==> config.mk <==
export PLATFORM = sky130hd
export DESIGN_NAME = scalar_kalman_tracker
export DESIGN_NICKNAME = d
export VERILOG_FILES = /design/src/design/skt_pkg.sv /design/src/design/skt_csr.sv /design/src/design/skt_div.sv /design/src/design/scalar_kalman_tracker.sv
export SDC_FILE = /design/constraint.sdc
export NUM_CORES = 2
export LEC_CHECK = 0
export BUFFER_PORTS_ARGS = -buffer_cell sky130_fd_sc_hd__buf_4
export CAP_MARGIN = 0
export CORE_MARGIN = 1
export CORE_UTILIZATION = 25
export DETAILED_ROUTE_END_ITERATION = 16
export PLACE_DENSITY = 0.39
export SYNTH_ARGS = -nofsm -noshare
export SYNTH_HDL_FRONTEND = slang
export SYNTH_SLANG_ARGS = --single-unit
==> constraint.sdc <==
create_clock -name clock -period 17.4 [get_ports clock]
set_clock_uncertainty 0.15 [all_clocks]
set_input_delay 0.87 -clock clock [delete_from_list [all_inputs] [get_ports clock]]
set_output_delay 0.87 -clock clock [all_outputs]
set_load 0.05 [all_outputs]
==> src/design/skt_pkg.sv <==
package skt_pkg;

   // Fixed-point format of positions and variances.
   localparam int FRAC_BITS = 16;

   // Reset values of the configuration registers and of the filter state.
   localparam logic [63:0] MEAS_VAR_FULL  = 64'd2 << FRAC_BITS;
   localparam logic [63:0] PROC_VAR_FULL  = 64'd1 << FRAC_BITS;
   localparam logic [63:0] DRIFT_FULL     = ((64'd1 << FRAC_BITS) + 64'd50) / 64'd100;
   localparam logic [63:0] EST_VAR_FULL   = 64'd400 << FRAC_BITS;
   localparam logic [31:0] MEAS_VAR_RESET = MEAS_VAR_FULL[31:0];
   localparam logic [31:0] PROC_VAR_RESET = PROC_VAR_FULL[31:0];
   localparam logic [31:0] DRIFT_RESET    = DRIFT_FULL[31:0];
   localparam logic [31:0] EST_VAR_RESET  =
      (EST_VAR_FULL > 64'hFFFF_FFFF) ? 32'hFFFF_FFFF : EST_VAR_FULL[31:0];

   // Sign bit used to move between two's complement and offset binary.
   localparam logic [31:0] SIGN_BIT = 32'h8000_0000;

   // Register indexes of the configuration port.
   localparam logic [1:0] REG_MEAS_VAR = 2'd0;
   localparam logic [1:0] REG_PROC_VAR = 2'd1;
   localparam logic [1:0] REG_DRIFT    = 2'd2;

   // Widths of the divider operands.
   localparam int NUM_W = 65;
   localparam int DEN_W = 33;
   localparam int QUO_W = 32;

   typedef struct packed {
      logic [31:0] meas_var;
      logic [31:0] proc_var;
      logic [31:0] drift;
   } skt_cfg_type;

   typedef struct packed {
      logic             start;
      logic [NUM_W-1:0] num;
      logic [DEN_W-1:0] den;
   } skt_div_cmd_type;

   typedef enum logic [3:0] {
      ST_IDLE,
      ST_MUL_Z,
      ST_MUL_P,
      ST_EST_START,
      ST_EST_WAIT,
      ST_MUL_VAR,
      ST_VAR_START,
      ST_VAR_WAIT,
      ST_DONE
   } skt_state_type;

endpackage

==> src/design/skt_csr.sv <==
module skt_csr
   import skt_pkg::*;
(
   input  logic        clock,
   input  logic        reset,
   input  logic        csr_psel,
   input  logic        csr_penable,
   input  logic        csr_pwrite,
   input  logic [3:0]  csr_paddr,
   input  logic [31:0] csr_pwdata,
   output logic [31:0] csr_prdata,
   output logic        csr_pready,
   output skt_cfg_type cfg
);

   logic [31:0] meas_var_ff;
   logic [31:0] proc_var_ff;
   logic [31:0] drift_ff;
   logic        wr_en;
   logic [1:0]  reg_idx;

   assign csr_pready = 1'b1;
   assign reg_idx    = csr_paddr[3:2];
   assign wr_en      = csr_psel && csr_penable && csr_pwrite && csr_pready;

   // Register writes; an address beyond the register list is ignored.
   always_ff @(posedge clock) begin
      if (reset) begin
         meas_var_ff <= MEAS_VAR_RESET;
         proc_var_ff <= PROC_VAR_RESET;
         drift_ff    <= DRIFT_RESET;
      end else if (wr_en) begin
         case (reg_idx)
            REG_MEAS_VAR: meas_var_ff <= csr_pwdata;
            REG_PROC_VAR: proc_var_ff <= csr_pwdata;
            REG_DRIFT:    drift_ff    <= csr_pwdata;
            default:      ;
         endcase
      end
   end

   // Read data.
   always_comb begin
      case (reg_idx)
         REG_MEAS_VAR: csr_prdata = meas_var_ff;
         REG_PROC_VAR: csr_prdata = proc_var_ff;
         REG_DRIFT:    csr_prdata = drift_ff;
         default:      csr_prdata = 32'd0;
      endcase
   end

   assign cfg.meas_var = meas_var_ff;
   assign cfg.proc_var = proc_var_ff;
   assign cfg.drift    = drift_ff;

endmodule

==> src/design/skt_div.sv <==
module skt_div
   import skt_pkg::*;
(
   input  logic             clock,
   input  logic             reset,
   input  skt_div_cmd_type  cmd,
   output logic             done,
   output logic [QUO_W-1:0] quotient
);

   // Restoring divider, one quotient bit per cycle. The numerator is known
   // to be below den * 2^QUO_W, so its upper part is a valid first remainder.
   localparam int CNT_W = $clog2(QUO_W);
   localparam logic [CNT_W-1:0] LAST_STEP = CNT_W'(QUO_W - 1);

   logic             busy_ff;
   logic             done_ff;
   logic [CNT_W-1:0] cnt_ff;
   logic [DEN_W-1:0] rem_ff;
   logic [DEN_W-1:0] rem_in;
   logic [QUO_W-1:0] q_ff;
   logic [QUO_W-1:0] q_in;
   logic [DEN_W-1:0] den_ff;
   logic [DEN_W:0]   shifted;
   logic [DEN_W+1:0] diff;

   // One trial subtraction.
   always_comb begin
      shifted = {rem_ff, q_ff[QUO_W-1]};
      diff    = {1'b0, shifted} - {2'b00, den_ff};
      if (!diff[DEN_W+1]) begin
         rem_in = diff[DEN_W-1:0];
      end else begin
         rem_in = shifted[DEN_W-1:0];
      end
      q_in = {q_ff[QUO_W-2:0], ~diff[DEN_W+1]};
   end

   // Step control.
   always_ff @(posedge clock) begin
      if (reset) begin
         busy_ff <= 1'b0;
         done_ff <= 1'b0;
         cnt_ff  <= '0;
      end else begin
         done_ff <= busy_ff && (cnt_ff == LAST_STEP);
         if (cmd.start) begin
            busy_ff <= 1'b1;
            cnt_ff  <= '0;
         end else if (busy_ff) begin
            cnt_ff <= cnt_ff + 1'b1;
            if (cnt_ff == LAST_STEP) begin
               busy_ff <= 1'b0;
            end
         end
      end
   end

   // Remainder and quotient shift register.
   always_ff @(posedge clock) begin
      if (cmd.start) begin
         rem_ff <= cmd.num[NUM_W-1:QUO_W];
         q_ff   <= cmd.num[QUO_W-1:0];
         den_ff <= cmd.den;
      end else if (busy_ff) begin
         rem_ff <= rem_in;
         q_ff   <= q_in;
      end
   end

   assign done     = done_ff;
   assign quotient = q_ff;

endmodule

==> src/design/scalar_kalman_tracker.sv <==
// One-dimensional Kalman filter tracker in signed Q16.16 fixed point.
// The req_ channel carries one position measurement per transaction; each
// one gives exactly one transaction on the rsp_ channel with the predicted
// position and variance and the updated estimate and variance.
// The csr_ port is APB style: measurement variance at 0x0, process variance
// at 0x4, drift per step at 0x8. Write it only while the block is idle.
// Each measurement passes from acceptance to a valid result through three
// passes of one shared 32x32 multiplier and two passes of one shared
// restoring divider (32 quotient bits, one per cycle, then a done strobe),
// with sequencing states around them. A zero denominator skips both
// divisions. A new measurement is taken only once the previous one has
// left the sequencer.
// The result sits in an output register; while the receiver stalls the
// next measurement is still accepted and computed, and it waits at the end
// until the output register is free.
// Synchronous reset restores the register defaults, zeroes the position
// estimate and sets the estimate variance to 400.0.
module scalar_kalman_tracker
   import skt_pkg::*;
(
   input  logic               clock,
   input  logic               reset,
   input  logic               req_valid,
   output logic               req_ready,
   input  logic signed [31:0] req_measured_position,
   output logic               rsp_valid,
   input  logic               rsp_ready,
   output logic signed [31:0] rsp_predicted_position,
   output logic        [31:0] rsp_predicted_variance,
   output logic signed [31:0] rsp_estimated_position,
   output logic        [31:0] rsp_estimated_variance,
   input  logic               csr_psel,
   input  logic               csr_penable,
   input  logic               csr_pwrite,
   input  logic        [3:0]  csr_paddr,
   input  logic        [31:0] csr_pwdata,
   output logic        [31:0] csr_prdata,
   output logic               csr_pready
);

   skt_cfg_type     cfg;
   skt_div_cmd_type div_cmd;
   logic            div_done;
   logic [31:0]     div_quo;

   skt_state_type state_ff;
   skt_state_type state_in;

   logic [31:0]      pos_est_ff;
   logic [31:0]      var_est_ff;
   logic [31:0]      p_ff;
   logic [31:0]      pp_ff;
   logic [31:0]      z_ff;
   logic [32:0]      d_ff;
   logic [NUM_W-1:0] acc_ff;
   logic [31:0]      est_ff;
   logic [31:0]      var_ff;

   logic        rsp_valid_ff;
   logic [31:0] rsp_p_ff;
   logic [31:0] rsp_pp_ff;
   logic [31:0] rsp_est_ff;
   logic [31:0] rsp_var_ff;

   logic        req_fire;
   logic        rsp_free;
   logic        div_start;
   logic [31:0] mul_a;
   logic [31:0] mul_b;
   logic [63:0] product;
   logic [32:0] p_sum;
   logic [31:0] p_sat;
   logic [32:0] pp_sum;
   logic [31:0] pp_sat;
   logic [32:0] d_half;

   skt_csr u_csr (
      .clock       (clock),
      .reset       (reset),
      .csr_psel    (csr_psel),
      .csr_penable (csr_penable),
      .csr_pwrite  (csr_pwrite),
      .csr_paddr   (csr_paddr),
      .csr_pwdata  (csr_pwdata),
      .csr_prdata  (csr_prdata),
      .csr_pready  (csr_pready),
      .cfg         (cfg)
   );

   assign div_cmd.start = div_start;
   assign div_cmd.num   = acc_ff;
   assign div_cmd.den   = d_ff;

   skt_div u_div (
      .clock    (clock),
      .reset    (reset),
      .cmd      (div_cmd),
      .done     (div_done),
      .quotient (div_quo)
   );

   assign req_fire = req_valid && req_ready;
   assign rsp_free = !rsp_valid_ff || rsp_ready;
   assign d_half   = {1'b0, d_ff[32:1]};

   // Prediction: saturating signed add and saturating unsigned add.
   always_comb begin
      p_sum = {pos_est_ff[31], pos_est_ff} + {cfg.drift[31], cfg.drift};
      if (p_sum[32] != p_sum[31]) begin
         p_sat = p_sum[32] ? 32'h8000_0000 : 32'h7FFF_FFFF;
      end else begin
         p_sat = p_sum[31:0];
      end
      pp_sum = {1'b0, var_est_ff} + {1'b0, cfg.proc_var};
      pp_sat = pp_sum[32] ? 32'hFFFF_FFFF : pp_sum[31:0];
   end

   // Shared multiplier; its product is registered in the accumulator.
   assign product = mul_a * mul_b;

   // Next state.
   always_comb begin
      state_in = state_ff;
      case (state_ff)
         ST_IDLE:      if (req_valid) state_in = ST_MUL_Z;
         ST_MUL_Z:     state_in = ST_MUL_P;
         ST_MUL_P:     state_in = (d_ff == '0) ? ST_DONE : ST_EST_START;
         ST_EST_START: state_in = ST_EST_WAIT;
         ST_EST_WAIT:  if (div_done) state_in = ST_MUL_VAR;
         ST_MUL_VAR:   state_in = ST_VAR_START;
         ST_VAR_START: state_in = ST_VAR_WAIT;
         ST_VAR_WAIT:  if (div_done) state_in = ST_DONE;
         ST_DONE:      if (rsp_free) state_in = ST_IDLE;
         default:      state_in = ST_IDLE;
      endcase
   end

   // Sequencer outputs: handshake, multiplier operands and divider start.
   always_comb begin
      req_ready = 1'b0;
      div_start = 1'b0;
      mul_a     = pp_ff;
      mul_b     = z_ff ^ SIGN_BIT;
      case (state_ff)
         ST_IDLE: begin
            // No transaction is taken while reset is held.
            req_ready = !reset;
         end
         ST_MUL_P: begin
            mul_a = cfg.meas_var;
            mul_b = p_ff ^ SIGN_BIT;
         end
         ST_MUL_VAR: begin
            mul_a = pp_ff;
            mul_b = cfg.meas_var;
         end
         ST_EST_START, ST_VAR_START: begin
            div_start = 1'b1;
         end
         default: ;
      endcase
   end

   always_ff @(posedge clock) begin
      if (reset) begin
         state_ff <= ST_IDLE;
      end else begin
         state_ff <= state_in;
      end
   end

   // Datapath registers of the item in flight.
   always_ff @(posedge clock) begin
      case (state_ff)
         ST_IDLE: begin
            if (req_fire) begin
               p_ff  <= p_sat;
               pp_ff <= pp_sat;
               z_ff  <= req_measured_position;
            end
         end
         ST_MUL_Z: begin
            acc_ff <= {1'b0, product};
            d_ff   <= {1'b0, pp_ff} + {1'b0, cfg.meas_var};
         end
         ST_MUL_P: begin
            acc_ff <= acc_ff + {1'b0, product} + {32'd0, d_half};
            // With no weight on either side the estimate stays at the prediction.
            if (d_ff == '0) begin
               est_ff <= p_ff;
               var_ff <= 32'd0;
            end
         end
         ST_EST_WAIT: begin
            if (div_done) begin
               est_ff <= div_quo ^ SIGN_BIT;
            end
         end
         ST_MUL_VAR: begin
            acc_ff <= {1'b0, product} + {32'd0, d_half};
         end
         ST_VAR_WAIT: begin
            if (div_done) begin
               var_ff <= div_quo;
            end
         end
         default: ;
      endcase
   end

   // Filter state, updated as the result moves to the output register.
   always_ff @(posedge clock) begin
      if (reset) begin
         pos_est_ff <= 32'd0;
         var_est_ff <= EST_VAR_RESET;
      end else if (state_ff == ST_DONE && rsp_free) begin
         pos_est_ff <= est_ff;
         var_est_ff <= var_ff;
      end
   end

   // Output register.
   always_ff @(posedge clock) begin
      if (reset) begin
         rsp_valid_ff <= 1'b0;
      end else if (state_ff == ST_DONE && rsp_free) begin
         rsp_valid_ff <= 1'b1;
      end else if (rsp_ready) begin
         rsp_valid_ff <= 1'b0;
      end
   end

   always_ff @(posedge clock) begin
      if (state_ff == ST_DONE && rsp_free) begin
         rsp_p_ff   <= p_ff;
         rsp_pp_ff  <= pp_ff;
         rsp_est_ff <= est_ff;
         rsp_var_ff <= var_ff;
      end
   end

   assign rsp_valid              = rsp_valid_ff;
   assign rsp_predicted_position = rsp_p_ff;
   assign rsp_predicted_variance = rsp_pp_ff;
   assign rsp_estimated_position = rsp_est_ff;
   assign rsp_estimated_variance = rsp_var_ff;

endmodule

; ---- After elaboration in Yosys (flattened, before gate mapping)
; Index checks and enable logic that the tools add are counted.
[word_totals]
register_bits = 656
inputBits = 75
elab_cells = 109
output_inout_bits = 163
[classes]
multipliers = 1
eq_ne = 17
reduce_logical = 25
n_addsub = 8
n_bitwise = 4
muxes = 30
[op_table]
columns = operator, n
row1 = 32-bit two-way mux, 9
row2 = 65-bit case mux with 3 select lines, 1
row3 = 32-bit case mux with 2 select lines, 3
row4 = 32-bit by 32-bit adder with 33-bit output, 3
row5 = 33-bit two-way mux, 3
row6 = 32-bit case mux with 3 select lines, 1
row7 = 64-bit by 32-bit adder with 65-bit output, 1
row8 = 65-bit by 32-bit adder with 65-bit output, 1
row9 = 65-bit by 64-bit adder with 65-bit output, 1
row10 = 32-bit by 32-bit multiplier with 64-bit output, 1
row11 = 4-bit case mux with 9 select lines, 1
row12 = 34-bit by 33-bit subtractor with 35-bit output, 1
row13 = 33-bit logical NOT, 1
row14 = 4-bit two-way mux, 5
row15 = "4-bit by 3-bit == test with 1-bit output, second input constant", 4
row16 = "4-bit by 2-bit == test with 1-bit output, second input constant", 2
row17 = 2-bit AND reduction, 4
row18 = 2-bit nonzero test, 4
row19 = 1-bit two-way mux, 7
row20 = "2-bit != test, second input constant", 3
row21 = 3-bit AND reduction, 2
row22 = "5-bit by 1-bit adder with 5-bit output, second input constant", 1
row23 = "5-bit == test, second input constant", 1
row24 = 1-bit logical AND, 5
row25 = other kinds (14), 20

; ---- Logic depth before layout (Yosys ltp)
[logic_depth]
word_depth = 6
mapped_depth = 51
depth_no_buf = 45

; ---- By module
; Synthesis repeated with hierarchy kept, for this count alone.
[hier_totals]
hier_cells = 7630
area_unflattened_um2 = 71876.4
[modules_own_cells]
columns = mod, cells_per_inst, seq_area_each_um2, n_inst, area_per_inst_um2
row1 = scalar_kalman_tracker, 6603, 12972.4, 1, 61128.6
row2 = skt_div, 557, 3083.0, 1, 6199.7
row3 = skt_csr, 470, 1921.8, 1, 4548.1

; ---- Worst setup path after synthesis
; Ideal clock, no wire load.
[synth_timing]
kind = flip-flop to flip-flop
startpoint = register state_ff[1]
endpoint = register acc_ff[58], data pin
setup_slack_ps = 5788
path_buffers = 6
path_stages_with_launch = 46
setup_time_ps = 265
arrival_time_ps = 11197
synth_period_minus_slack_ps = 11612
path_cell_list = dfxtp_1 -> nand2b_1 -> nor3_1 -> clkbuf_1 -> clkbuf_1 -> buf_1 -> clkbuf_1 -> nand2_1 -> nand2_1 -> clkbuf_1 -> nand2_1 -> fa_1 -> inv_1 -> fa_1 -> fa_1 -> inv_1 -> fa_1 -> inv_1 -> [10 not listed] -> a211oi_1 -> a21oi_1 -> xnor2_1 -> fa_1 -> ha_1 -> nand2_1 -> o21ai_0 -> a21oi_1 -> a21boi_0 -> nor3_1 -> a221oi_1 -> o21ai_0 -> o21ai_1 -> a41oi_1 -> o31ai_1 -> xnor2_1 -> a22oi_1 -> o21ai_1
[synth_between]
elab_chain_cells = 6
[synth_lines]
columns = item, line_no
row1 = "start, declared", scalar_kalman_tracker.sv:46  ; skt_state_type state_ff;
row2 = "start signal, assigned", scalar_kalman_tracker.sv:168  ; state_ff <= state_in;
row3 = 4-bit by 3-bit == test with 1-bit output or 4-bit by 2-bit == test with 1-bit output (tied branches), "scalar_kalman_tracker.sv:144, scalar_kalman_tracker.sv:174"
row4 = 32-bit case mux with 2 select lines or 32-bit two-way mux (tied branches), scalar_kalman_tracker.sv:144  ; case (state_ff)
row5 = 32-bit by 32-bit multiplier with 64-bit output, scalar_kalman_tracker.sv:119  ; assign product = mul_a * mul_b;
row6 = 65-bit by 64-bit adder with 65-bit output, scalar_kalman_tracker.sv:187  ; acc_ff <= acc_ff + {1'b0, product} + {32'd0, d_half};
row7 = 65-bit by 32-bit adder with 65-bit output, scalar_kalman_tracker.sv:187
row8 = 65-bit case mux with 3 select lines (*), scalar_kalman_tracker.sv:174  ; case (state_ff)
row9 = "end signal, assigned", scalar_kalman_tracker.sv:183  ; acc_ff <= {1'b0, product};
row10 = "end signal, assigned", scalar_kalman_tracker.sv:187
row11 = "end signal, assigned", scalar_kalman_tracker.sv:200  ; acc_ff <= {1'b0, product} + {32'd0, d_half};
row12 = "end, declared", scalar_kalman_tracker.sv:55  ; logic [NUM_W-1:0] acc_ff;
; Mark *: on every way between the ends. The rest lies on a longest branch, timed or not.
; A chain may end at the register's enable or synchronous reset.

; ---- Worst setup path in the final report
; Ends and elaborated chain as after synthesis.

==> impl_results.md <==
* Rows at 195
* Die Footprint at 0.286 mm2
* Post-CTS sizing at 0
* Clock transition at the registers of the reported paths at around 0.09 ns
* CTS root buf: clkbuf_16
* Post-CTS Setup Inserts at 0
* Initial DRT Pass Iterations at 6
* Slew headroom at a little under a fifth
* Syn Area/Cell at 9.16 um2
* Antenna violations before repair at 30
* Slowest CP cell: nand2_1
* Dominant synthesized flop cell: edfxtp_1
* Critical Path AT at about 15 ns
* Utilization after layout at between 20% and 30%
* Total CTS buffers at 84
* Final hold slack at 0.142 ns
* Largest net degree at the start of global routing at 119
* Wire per inst at approximately 26 um
* Flop-to-flop setup slack at approximately 2.6 ns
* CP Buf/Inv Count at 8
* Post-synthesis sequential area ratio at between 20% and 30%
* Crit path capture type: register
* Worst Slack Setup Final at approximately 2.6 ns
* Layout area overhead at 12.8%
* Synth cell types at 104
* PortBufs at roughly 230
* Crit Path Class: reg2reg
* Final Cycle Share at a little over four fifths
* Die height at between 500 and 600 um
* Die W at around 530 um
* Ports at around 240
* EDFF count, synth at 484
* Ys Warns at 0
* Reg2reg end: acc_ff[58]
* Clock sinks at about 660
* Most used cell, CP: fa_1
* Worst path max stage delay at ~0.89 ns
* Htree depth at 3
* Max Cap Violations at 0
* Worst Tran Pin Value at 1.21 ns
* Layout cells sized above 1 at roughly 8%
* Post-synth ARST share at 0%
* Max-slew violations at 0
* Clock latency on the worst-skew pair at around 0.75 ns
* Cell Area, Synth at about 0.071 mm2
* Post-synth net total at about 9300
* Hold Crit Depth at 1
* Clk buf depth at 3
* Initial Util at approximately 25%
* Worst Hold End: z_ff[27]
* CP Max Fanout at about 110
* Worst Hold Class: in2reg
* Setup tns final at 0 ns
* WP data required at between 15 and 20 ns
* CP Launch Type: register
* Routed wire length at ~300000 um
* Gpl congestion at approximately 0.95
* Gr usage total at just over 20%
* Global-route wire length before repair at between 400000 and 500000 um
* DRC viols at 0
* Status: complete, no violations
* Final Net Count at about 9400
* Reg2Reg Depth at 42
* Cells after Synth at ~7800
* Core area at around 0.28 mm2
* CTS Hold Bufs at 0
* Vias in the first global route at ~57000
* Setup violations, final at 0
* Antenna-violating nets left at 0
* DPL Wire Length at 233000 um
* Post-Place Worst Slack at 2.76 ns
* Drt via density at between 4 and 5
* FMAX at 67.7 MHz
* CTS tree: done
* CP top delay family: adder cells
* Unrepaired setup endpoints after global routing: no
* Vias at 56700
* Min-Delay Startpoint: req_measured_position[27]
* GR Overflow Total at 0
* Worst r2r src: state_ff[1]
* DR iter-0 viols at 5224
* Hold Violations, Final at 0
* Fin crit period at about 15 ns
* Synthesized flop and latch total at 656
synthesized netlist by cell type, types with 36 or more instances:
| master | n | share of area [%] |
|---|---|---|
| mux2i_1 | 70 | 0.99 |
| nand4_1 | 47 | 0.41 |
| nand2b_1 | 54 | 0.48 |
| o21ai_0 | 241 | 1.7 |
| a21o_1 | 124 | 1.3 |
| a21oi_1 | 492 | 3.5 |
| dfxtp_1 | 172 | 4.9 |
| ha_1 | 521 | 9.2 |
| xor2_1 | 85 | 1.0 |
| nor2_1 | 793 | 4.2 |
| fa_1 | 934 | 26 |
| nor3_1 | 64 | 0.45 |
| nor2b_1 | 38 | 0.33 |
| inv_1 | 1069 | 5.7 |
| o21a_1 | 36 | 0.38 |
| nand3_1 | 57 | 0.40 |
| and2_1 | 74 | 0.65 |
| o21bai_1 | 43 | 0.45 |
| edfxtp_1 | 484 | 20 |
| a22oi_1 | 60 | 0.63 |
| nand2_1 | 1242 | 6.6 |
| clkbuf_1 | 341 | 1.8 |
| xnor2_1 | 170 | 2.1 |
per-stage QoR:
| stage | area [um2] | instances |
|---|---|---|
| floorplan | 71000 | 7750 |
| global placement | 77200 | 11500 |
| detailed placement | 77200 | 11500 |
| CTS | 80000 | 11600 |
| global route | 80000 | 11600 |
| finish | 80100 | 11600 |
worst max path at each step:
stage	from	to	slack (ns)	depth (start not counted)
after floorplan	state_ff[1]	acc_ff[58]	5.79	45
after global placement	state_ff[3]	acc_ff[58]	2.72	41
after CTS	state_ff[1]	acc_ff[58]	2.59	42
after global routing	state_ff[1]	acc_ff[58]	1.93	42
final	state_ff[1]	acc_ff[58]	2.62	42
after detailed placement	state_ff[1]	acc_ff[58]	2.76	42
flip-flops by register name (all words and copies together), names as in the netlist, 5 cells and up:
register / count
z_ff: 32
u_div.cnt_ff: 5
d_ff: 33
pos_est_ff: 32
u_div.den_ff: 33
var_est_ff: 32
acc_ff: 65
rsp_estimated_position: 32
rsp_estimated_variance: 32
var_ff: 32
rsp_predicted_variance: 32
rsp_predicted_position: 32
u_csr.meas_var_ff: 32
u_div.rem_ff: 33
p_ff: 32
u_csr.proc_var_ff: 32
u_div.quotient: 32
pp_ff: 32
u_csr.drift_ff: 32
est_ff: 32
cells in the final DEF, fill, tap and decap left out, types with 18 or more instances in the layout:
cell,instances
dfxtp_1,172
o21ai_0,241
a211oi_1,35
a21oi_1,491
mux2i_2,19
and2_1,69
nand3b_1,22
xor2_1,85
o31ai_1,22
nor4_1,21
nor2_1,789
mux2_2,32
o221ai_1,33
edfxtp_1,484
ha_1,521
mux2i_1,46
nand2_1,1231
nor2b_1,37
or2_2,20
clkbuf_16,84
fa_1,934
buf_4,353
clkbuf_1,23
a211o_1,18
a21o_1,123
o211ai_1,25
a22oi_1,60
and3_1,35
a31oi_1,33
o21bai_1,43
nor3_1,59
nand2b_1,53
nand4_1,47
nand3_1,57
xnor2_1,170
inv_1,1068
o21a_1,36
kinds of logic (layout without fill, tap and decap cells):
family / after synthesis / count (layout) / share of synthesized area (%)
buf+inv: 1441 / 1581 / 7.65
simple gates: 2529 / 2529 / 15.2
mux: 104 / 104 / 1.53
fa+ha+maj: 1464 / 1464 / 35.7
compound gates: 1299 / 1299 / 11.5
flops: 656 / 656 / 25.3
other cells: 1 / 7 / 0.00528
xor+xnor: 256 / 256 / 3.17
worst register-to-register path: cells and delay by family, from the launching register on:
family	cells	cell delay, ns
flip-flops	1	0.69
buffers and inverters	8	1.19
AO/OA/AOI/OAI	14	4.29
adder cells (fa/ha/maj)	11	5.01
AND/OR/NAND/NOR	7	2.42
XOR/XNOR	2	0.68
layer usage:
metal	GRT usage (%)	part of all wire (%)	vias up
li1	-	-	25500
met1	29.0	46	29100
met2	32.7	45	1834
met3	3.03	6.0	330
met4	6.54	3.5	2
met5	0	0.0023	-
area by class of cell:
type                    count  area (um2)
fillers                 29900      202000
inverters                1070        4020
well taps                3743        4680
diodes                      6        15.0
repair buffers            355        2680
clock buffers             110        2230
multi-input cells        5653       47800
flip-flops and latches    656       18000
clock inverters            46         601
Power is not shown: default switching activity piles up to over one toggle a cycle in this logic, so the estimate is an artifact.
